==> src/rtl/tptw_pkg.sv <==
// Shared types, codes and field layout for the track position to world unit.
// No dependencies; top, controller and datapath refer to it by scoped names.
`default_nettype none
package tptw_pkg;

    localparam int DATA_W  = 32;
    localparam int IDX_W   = 7;
    localparam int SEG_W   = 6;
    localparam int SEL_W   = 4;
    localparam int OP_W    = 2;
    localparam int SUM_W   = 40;
    localparam int ACC_W   = 64;

    // slave tdata: seg_index, word_sel, word_data, along, lateral, height
    localparam int S_TDATA_W = 144;
    localparam int S_SEG_LO  = 0;
    localparam int S_SEL_LO  = 6;
    localparam int S_DATA_LO = 10;
    localparam int S_ALNG_LO = 42;
    localparam int S_LAT_LO  = 74;
    localparam int S_HGT_LO  = 106;

    // master tdata: vec_x, vec_y, vec_z, found_segment, pad
    localparam int M_TDATA_W = 104;
    localparam int M_PAD_W   = M_TDATA_W - 3 * DATA_W - IDX_W;

    localparam logic [OP_W-1:0] OP_WRITE  = 2'd0;
    localparam logic [OP_W-1:0] OP_POS    = 2'd1;
    localparam logic [OP_W-1:0] OP_ORIENT = 2'd2;

    localparam logic [SEL_W-1:0] SEL_LENGTH = 4'd0;
    localparam logic [SEL_W-1:0] SEL_ORIGIN = 4'd1;
    localparam logic [SEL_W-1:0] SEL_AXIS   = 4'd4;
    localparam logic [SEL_W-1:0] SEL_LAST   = 4'd12;

    localparam logic [1:0] OUT_OOR  = 2'd0;
    localparam logic [1:0] OUT_POS  = 2'd1;
    localparam logic [1:0] OUT_AXIS = 2'd2;

    localparam logic [3:0] LAST_TERM = 4'd8;
    localparam logic [1:0] LAST_AXIS = 2'd2;

    typedef struct packed {
        logic       write;
        logic       start;
        logic       is_orient;
        logic       len_back;
        logic       step_back;
        logic       step_fwd;
        logic       save;
        logic       load_acc;
        logic       mul;
        logic [3:0] k;
        logic       load_out;
        logic [1:0] out_kind;
        logic [1:0] axis_sel;
    } t_dp_cmd;

    typedef struct packed {
        logic idx_nz;
        logic back_ok;
        logic fwd_ok;
        logic oor;
        logic out_free;
    } t_dp_stat;

    function automatic logic signed [SUM_W-1:0] sat_sum(input logic signed [SUM_W:0] v);
        logic signed [SUM_W-1:0] res;
        if (v[SUM_W] != v[SUM_W-1]) begin
            res = v[SUM_W] ? {1'b1, {(SUM_W-1){1'b0}}} : {1'b0, {(SUM_W-1){1'b1}}};
        end else begin
            res = v[SUM_W-1:0];
        end
        return res;
    endfunction

    function automatic logic signed [DATA_W-1:0] sat_word(input logic signed [ACC_W-1:0] v);
        logic signed [DATA_W-1:0] res;
        if (v > 64'sh0000_0000_7FFF_FFFF) begin
            res = 32'sh7FFF_FFFF;
        end else if (v < -64'sh0000_0000_8000_0000) begin
            res = 32'sh8000_0000;
        end else begin
            res = v[DATA_W-1:0];
        end
        return res;
    endfunction

endpackage
`default_nettype wire

==> src/rtl/tptw_ctrl.sv <==
// Controller: sequences the cursor walk, the multiply passes and result requests.
// Depends on tptw_pkg for codes and the command/status structs.
`default_nettype none
module tptw_ctrl (
    input  wire logic                     i_clk,
    input  wire logic                     i_rst_n,
    input  wire logic                     i_s_tvalid,
    output      logic                     o_s_tready,
    input  wire logic [tptw_pkg::OP_W-1:0] i_op,
    input  wire tptw_pkg::t_dp_stat       i_stat,
    output      tptw_pkg::t_dp_cmd        o_cmd
);

    localparam logic [3:0] S_IDLE     = 4'd0;
    localparam logic [3:0] S_BACK_RD  = 4'd1;
    localparam logic [3:0] S_BACK_CMP = 4'd2;
    localparam logic [3:0] S_FWD_RD   = 4'd3;
    localparam logic [3:0] S_FWD_ADD  = 4'd4;
    localparam logic [3:0] S_DECIDE   = 4'd5;
    localparam logic [3:0] S_MUL      = 4'd6;
    localparam logic [3:0] S_MUL_END  = 4'd7;
    localparam logic [3:0] S_EMIT     = 4'd8;

    logic [3:0] r_state, n_state;
    logic [3:0] r_k, n_k;
    logic [1:0] r_n, n_n;
    logic [1:0] r_kind, n_kind;
    logic       r_orient, n_orient;
    logic       w_accept;

    assign o_s_tready = (r_state == S_IDLE);
    assign w_accept   = i_s_tvalid && o_s_tready;

    always_comb begin
        n_state  = r_state;
        n_k      = r_k;
        n_n      = r_n;
        n_kind   = r_kind;
        n_orient = r_orient;
        o_cmd    = '0;
        case (r_state)
            S_IDLE: begin
                if (w_accept) begin
                    if (i_op == tptw_pkg::OP_WRITE) begin
                        o_cmd.write = 1'b1;
                    end else if (i_op == tptw_pkg::OP_POS || i_op == tptw_pkg::OP_ORIENT) begin
                        o_cmd.start     = 1'b1;
                        o_cmd.is_orient = (i_op == tptw_pkg::OP_ORIENT);
                        n_orient        = (i_op == tptw_pkg::OP_ORIENT);
                        n_state         = S_BACK_RD;
                    end
                end
            end
            S_BACK_RD: begin
                if (i_stat.idx_nz) begin
                    o_cmd.len_back = 1'b1;
                    n_state        = S_BACK_CMP;
                end else begin
                    n_state = S_FWD_RD;
                end
            end
            S_BACK_CMP: begin
                if (i_stat.back_ok) begin
                    o_cmd.step_back = 1'b1;
                    n_state         = S_BACK_RD;
                end else begin
                    n_state = S_FWD_RD;
                end
            end
            S_FWD_RD: begin
                if (i_stat.fwd_ok) begin
                    n_state = S_FWD_ADD;
                end else begin
                    o_cmd.save = 1'b1;
                    n_state    = S_DECIDE;
                end
            end
            S_FWD_ADD: begin
                o_cmd.step_fwd = 1'b1;
                n_state        = S_FWD_RD;
            end
            S_DECIDE: begin
                if (i_stat.oor) begin
                    n_kind  = tptw_pkg::OUT_OOR;
                    n_state = S_EMIT;
                end else if (r_orient) begin
                    n_kind  = tptw_pkg::OUT_AXIS;
                    n_n     = '0;
                    n_state = S_EMIT;
                end else begin
                    o_cmd.load_acc = 1'b1;
                    n_k            = '0;
                    n_state        = S_MUL;
                end
            end
            S_MUL: begin
                o_cmd.mul = 1'b1;
                o_cmd.k   = r_k;
                if (r_k == tptw_pkg::LAST_TERM) begin
                    n_state = S_MUL_END;
                end else begin
                    n_k = r_k + 4'd1;
                end
            end
            S_MUL_END: begin
                n_kind  = tptw_pkg::OUT_POS;
                n_state = S_EMIT;
            end
            S_EMIT: begin
                if (i_stat.out_free) begin
                    o_cmd.load_out = 1'b1;
                    o_cmd.out_kind = r_kind;
                    o_cmd.axis_sel = r_n;
                    if (r_kind == tptw_pkg::OUT_AXIS && r_n != tptw_pkg::LAST_AXIS) begin
                        n_n = r_n + 2'd1;
                    end else begin
                        n_state = S_IDLE;
                    end
                end
            end
            default: begin
                n_state = S_IDLE;
            end
        endcase
    end

    always_ff @(posedge i_clk) begin
        if (!i_rst_n) begin
            r_state  <= S_IDLE;
            r_k      <= '0;
            r_n      <= '0;
            r_kind   <= tptw_pkg::OUT_OOR;
            r_orient <= 1'b0;
        end else begin
            r_state  <= n_state;
            r_k      <= n_k;
            r_n      <= n_n;
            r_kind   <= n_kind;
            r_orient <= n_orient;
        end
    end

endmodule
`default_nettype wire

==> config.mk <==
export PLATFORM = sky130hd
export DESIGN_NAME = tptw_ctrl
export DESIGN_NICKNAME = d
export VERILOG_FILES = /design/src/rtl/tptw_pkg.sv /design/src/rtl/tptw_ctrl.sv
export SDC_FILE = /design/constraint.sdc
export NUM_CORES = 1
export LEC_CHECK = 0
export BUFFER_PORTS_ARGS = -buffer_cell sky130_fd_sc_hd__buf_2
export CELL_PAD_IN_SITES_DETAIL_PLACEMENT = 1
export CELL_PAD_IN_SITES_GLOBAL_PLACEMENT = 2
export CORE_UTILIZATION = 28
export CTS_CLUSTER_DIAMETER = 50
export CTS_CLUSTER_SIZE = 10
export DETAILED_ROUTE_END_ITERATION = 10
export GPL_TIMING_DRIVEN = 0
export PLACE_DENSITY = 0.76
export SYNTH_ARGS = -nofsm -noshare
export SYNTH_HDL_FRONTEND = slang
export SYNTH_SLANG_ARGS = --single-unit
==> constraint.sdc <==
create_clock -name i_clk -period 2 [get_ports i_clk]
set_clock_uncertainty 0.05 [all_clocks]
set_input_delay 0.4 -clock i_clk [delete_from_list [all_inputs] [get_ports i_clk]]
set_output_delay 0.4 -clock i_clk [all_outputs]
set_load 0.02 [all_outputs]
## Word level (Yosys, flattened, before mapping)

Cells that the tools add are included.
W data, S select, Z words.

| word-level totals | value |
|---|---|
| register bits after elaboration | 13 |
| bits of input ports | 10 |
| output and inout bits | 19 |
| logic and storage cells | 88 |

| operators by class | value |
|---|---|
| add/sub/neg operators | 2 |
| equality and inequality tests | 25 |
| mux-type cells | 42 |
| bitwise gates (word level) | 1 |
| reduce and logical (&&, ||, !) cells | 13 |

Operator list:

| kind | number |
|---|---|
| $mux W4 | 11 |
| $pmux W4 S9 | 1 |
| $ne A2 B2 Y1 const B | 10 |
| $mux W2 | 9 |
| $eq A4 B3 Y1 const B | 4 |
| $mux W5 | 3 |
| $mux W1 | 13 |
| $eq A4 B2 Y1 const B | 2 |
| $eq A4 B4 Y1 const B | 2 |
| $pmux W2 S2 | 2 |
| $pmux W4 S2 | 1 |
| $reduce_and A4 Y1 | 2 |
| $mux W3 | 2 |
| $reduce_and A6 Y1 | 1 |
| $reduce_bool A2 Y1 | 3 |
| $reduce_and A5 Y1 | 1 |
| $add A4 B1 Y4 const B | 1 |
| $eq A2 B2 Y1 const B | 2 |
| $eq A4 B1 Y1 const B | 1 |
| $logic_not A4 Y1 | 1 |
| $ne A2 B1 Y1 const B | 2 |
| $ne A3 B3 Y1 const B | 1 |
| $add A2 B1 Y2 const B | 1 |
| $eq A2 B1 Y1 const B | 1 |
| other kinds (5) | 6 |

## Logic depth before layout (Yosys ltp)

| logic depth | value |
|---|---|
| depth after elaboration | 6 |
| depth in mapped cells | 6 |
| depth with buffers taken out | 6 |

## Worst setup path after synthesis

Ideal clock, no wire load.

| timing path | value |
|---|---|
| path type | register to output |
| start | reg r_state[0] |
| end | out o_cmd[14] (netlist bit) |
| arrival time | 1.541 ns |
| data required time | 1.550 ns |
| path slack | 0.009 ns |
| stages on the path, launching flop included | 4 |
| path buffers | 1 |
| cells stage by stage | dfxtp_1 -> buf_6 -> or2b_1 -> nor4b_1 |

RTL lines:

| what | line | source |
|---|---|---|
| start, declared | tptw_ctrl.sv:24 | `logic [3:0] r_state, n_state;` |
| start signal, assigned | tptw_ctrl.sv:135 | `r_state <= n_state;` |
| end, declared | tptw_ctrl.sv:11 | `output tptw_pkg::t_dp_cmd o_cmd` |

==> impl_results.md <==
* Cells after Synth at ~120
* Worst Path Required at 1.55 ns
* Delay-heaviest family, CP: simple AND/OR/NAND/NOR gates
* WS Path Type: register to primary output
* FMAX at approximately 0.51 GHz
* Final Hold Violating Endpoints at 0
* Setup ws final at between 0.04 and 0.05 ns
* R2R depth at 6
* Levels on crit path at 4
* Clock root buffer master: clkbuf_4
* Hold Path Class: input pin to register
* Overflow after GRT at 0
* Slew HR at 72.8%
* VDD IR-drop max at 309 uV
* Crit path DAT at around 1.5 ns
* DIE AREA at 3690 um2
* Ports at 29
* LEAKAGE at 0.592 nW
* Filler-free cell count of the finished design at slightly below 200
* Antenna diode count at 0
* Setup crit end kind: primary output
* CTS tree: done
* Setup TNS at 0 ns
* Initial Util at a little under a third
* Post-route DRC at 0
* Wirelength, routed at 2660 um
* Detailed Route Iter0 Violations at 43
* Critical Path Fanout Max at 6
* Vias per cell at around 5
* Outcome: completed
* Worst setup path endpoint: o_cmd[15]
* GRT Overall Usage at approximately 16%
* Fin. max-slew vios at 0
* Hold_buf cts at 0
* Clock buffer depth at 2
* H-tree levels at 1
* First-pass GRT wire length at about 4300 um
* Initial antenna violation count at 0
* Netlist cell types at 38
* Hold_ws at around 0.39 ns
* RR Endpoint: r_state[0]$_SDFFE_PN0P_
* Post-synthesis sequential area ratio at 26.9%
* Post-DRT Antenna Nets at 0
* Area of the core at ~3200 um2
* Power Density at 482 nW/um2
* Tmin final at approximately 2.0 ns
* Vias in the first global route at between 900 and 1,000
* Critical path cell sequence: buf_8, nor4_4, and3_1, buf_6
* DP Cell Count at 187
* Detailed Routing Iterations Pass 1 at 3
* Area grow syn2layout at 33.8%
* Critical Path Source: r_state[0]$_SDFFE_PN0P_
* Critical Path Source Type: register
* Chip height at 60.7 um
* CP max stage delay at 0.37 ns
* Clk sink count at 13
* Hpwl dp at approximately 1900 um
* Worst-path clk slew at 0.08 ns
* R2R Setup Slk at 0.13 ns
* Layout cell share with drive strength beyond 1 at 35.7%
* Warnings, synthesis at 0
* Routability cong. at roughly 0.76
* Max Cap Violations at 0
* Fin crit share at 97.8%
* Slew @ Worst Pin at 0.409 ns
* Final core utilization at around two fifths
* Clock latency on the worst-skew pair at approximately 0.28 ns
* Number of port buffers at 27
* Yosys reg bits at 13
* Routed WL per cell at 13.5 um
* Filler cell count at between 400 and 500
* RSZ-0062 raised after global routing: yes
* Placement Setup Slack at 0.149 ns
* Row Count at 20
* CP Buf/Inv Count at 2
* Nets at 171
* Slowest-stage cell, CP: dfxtp_4
* Die width at a little over 60 um
* CTS Buf Count at 3
* Net Count, Synth at around 130
* Final-report setup violation count at 0
* Largest net degree at the start of global routing at 11
* Synthesized cell area at 966 um2
* Worst flop-to-flop path startpoint: r_n[0]$_SDFFE_PN0P_
* DR vias at ~960
* Mapped Avg Cell Area at around 8.3 um2
## synth_stat cells
cell type / count / area share (%)
nand2_1: 14 / 5.4
dfxtp_1: 13 / 27
inv_1: 8 / 3.1
and3_1: 7 / 4.5
o21ai_0: 7 / 3.6
and2_1: 6 / 3.9
ha_1: 6 / 7.8
a21boi_0: 5 / 3.9
nand3b_1: 5 / 3.9
a21oi_1: 4 / 2.1
buf_2: 3 / 1.6
nor2_1: 3 / 1.2
nor2b_1: 3 / 1.9
nor4b_1: 3 / 2.7
clkbuf_1: 2 / 0.78
mux2i_1: 2 / 2.1
nand3_1: 2 / 1.0
or3_1: 2 / 1.3
xnor2_1: 2 / 1.8
a22oi_2: 1 / 1.3
a311oi_1: 1 / 0.91
a31o_2: 1 / 0.91
and4b_1: 1 / 1.0
and4bb_2: 1 / 1.3
and4bb_4: 1 / 1.7
buf_6: 1 / 1.2
clkbuf_2: 1 / 0.52
nand4b_1: 1 / 0.91
nor3_1: 1 / 0.52
nor4_4: 1 / 2.2
nor4b_4: 1 / 2.5
o21a_1: 1 / 0.78
o21bai_1: 1 / 0.78
o22ai_1: 1 / 0.65
o31ai_1: 1 / 0.78
or2b_1: 1 / 0.78
or3b_2: 1 / 0.91
xor2_1: 1 / 0.91
## metrics by stage
| stage | instance area, um2 | power [mW] |
|---|---|---|
| 2_1_floorplan | 966 | 0.393 |
| 3_3_place_gp | 1160 | 0.434 |
| 3_5_place_dp | 1160 | 0.438 |
| 4_1_cts | 1220 | 0.604 |
| 5_1_grt | 1290 | 0.661 |
| 6_report | 1290 | 0.623 |
## layout make-up
cell class / instances / area (um2) / area share (%)
multi-input combinational: 88 / 654 / 50.6
clock buffer: 4 / 26.3 / 2.03
buffer: 7 / 55.1 / 4.26
inverter: 8 / 30.0 / 2.32
sequential: 13 / 267 / 20.6
tap: 44 / 55.1 / 4.26
timing repair buffer: 34 / 205 / 15.9
## worst min path at each step
stage | from | end | cells past startpoint
6_report | i_rst_n | r_n[1]$_SDFFE_PN0P_ | 3
5_1_grt | i_rst_n | r_state[0]$_SDFFE_PN0P_ | 2
4_1_cts | i_rst_n | r_state[0]$_SDFFE_PN0P_ | 2
3_5_place_dp | r_kind[0]$_SDFFE_PN0P_ | r_kind[0]$_SDFFE_PN0P_ | 2
3_3_place_gp | r_kind[1]$_SDFFE_PN0P_ | r_kind[1]$_SDFFE_PN0P_ | 2
2_1_floorplan | r_kind[1]$_SDFFE_PN0P_ | r_kind[1]$_SDFFE_PN0P_ | 2
## placed cells by master (no fill, tap or decap), types with 2 or more instances in the layout
cell type	count
clkbuf_4	3
clkbuf_1	3
xnor2_1	2
mux2i_1	2
buf_2	24
dfxtp_2	2
buf_4	9
nand2_1	14
nor2b_1	3
and2_1	6
nor4b_2	2
or3_1	2
dfxtp_1	10
buf_6	4
and3_1	6
o21ai_0	7
a21oi_1	4
inv_1	8
nor2_1	3
nand3b_1	5
nand3_1	2
a21boi_0	4
ha_1	6
## report_power, final
part           internal, mW  total, mW  switching, mW
registers             0.268      0.281         0.0124
clock network        0.0774      0.162         0.0847
logic                0.0857      0.180         0.0943
## metal layers
layer	track usage, %	up-vias	wire [um]
li1	-	481	-
met1	19.8	465	1250
met2	27.0	15	1340
met3	3.20	2	67
met4	3.90	0	15
met5	0	-	0
## timing repair
action / CTS / global route
pin swaps: 0 / 3
endpoints found under the setup margin: 7 / 11
setup buffers: 3 / 4
resized for setup: 4 / 16
## flip-flops by register name (all words and copies together) (netlist names)
signal    flops
r_k           4
r_state       4
r_orient      1
r_kind        2
r_n           2
## kinds of logic after synthesis
group,count (synthesis),share of synthesized area [%]
fa+ha+maj,6,7.77
flops,13,26.9
xor+xnor,3,2.72
simple gates,54,37.7
mux,2,2.07
compound gates,23,15.7
buf+inv,15,7.12
## tightest hold or removal path: cells and delay by family
| kind | cells | cell delay (ns) |
|---|---|---|
| AOI/OAI and AO/OA | 1 | 0.07 |
| buffers and inverters | 1 | 0.12 |
| and+or+nand+nor | 1 | 0.08 |
(Power assumes the default switching activity.)
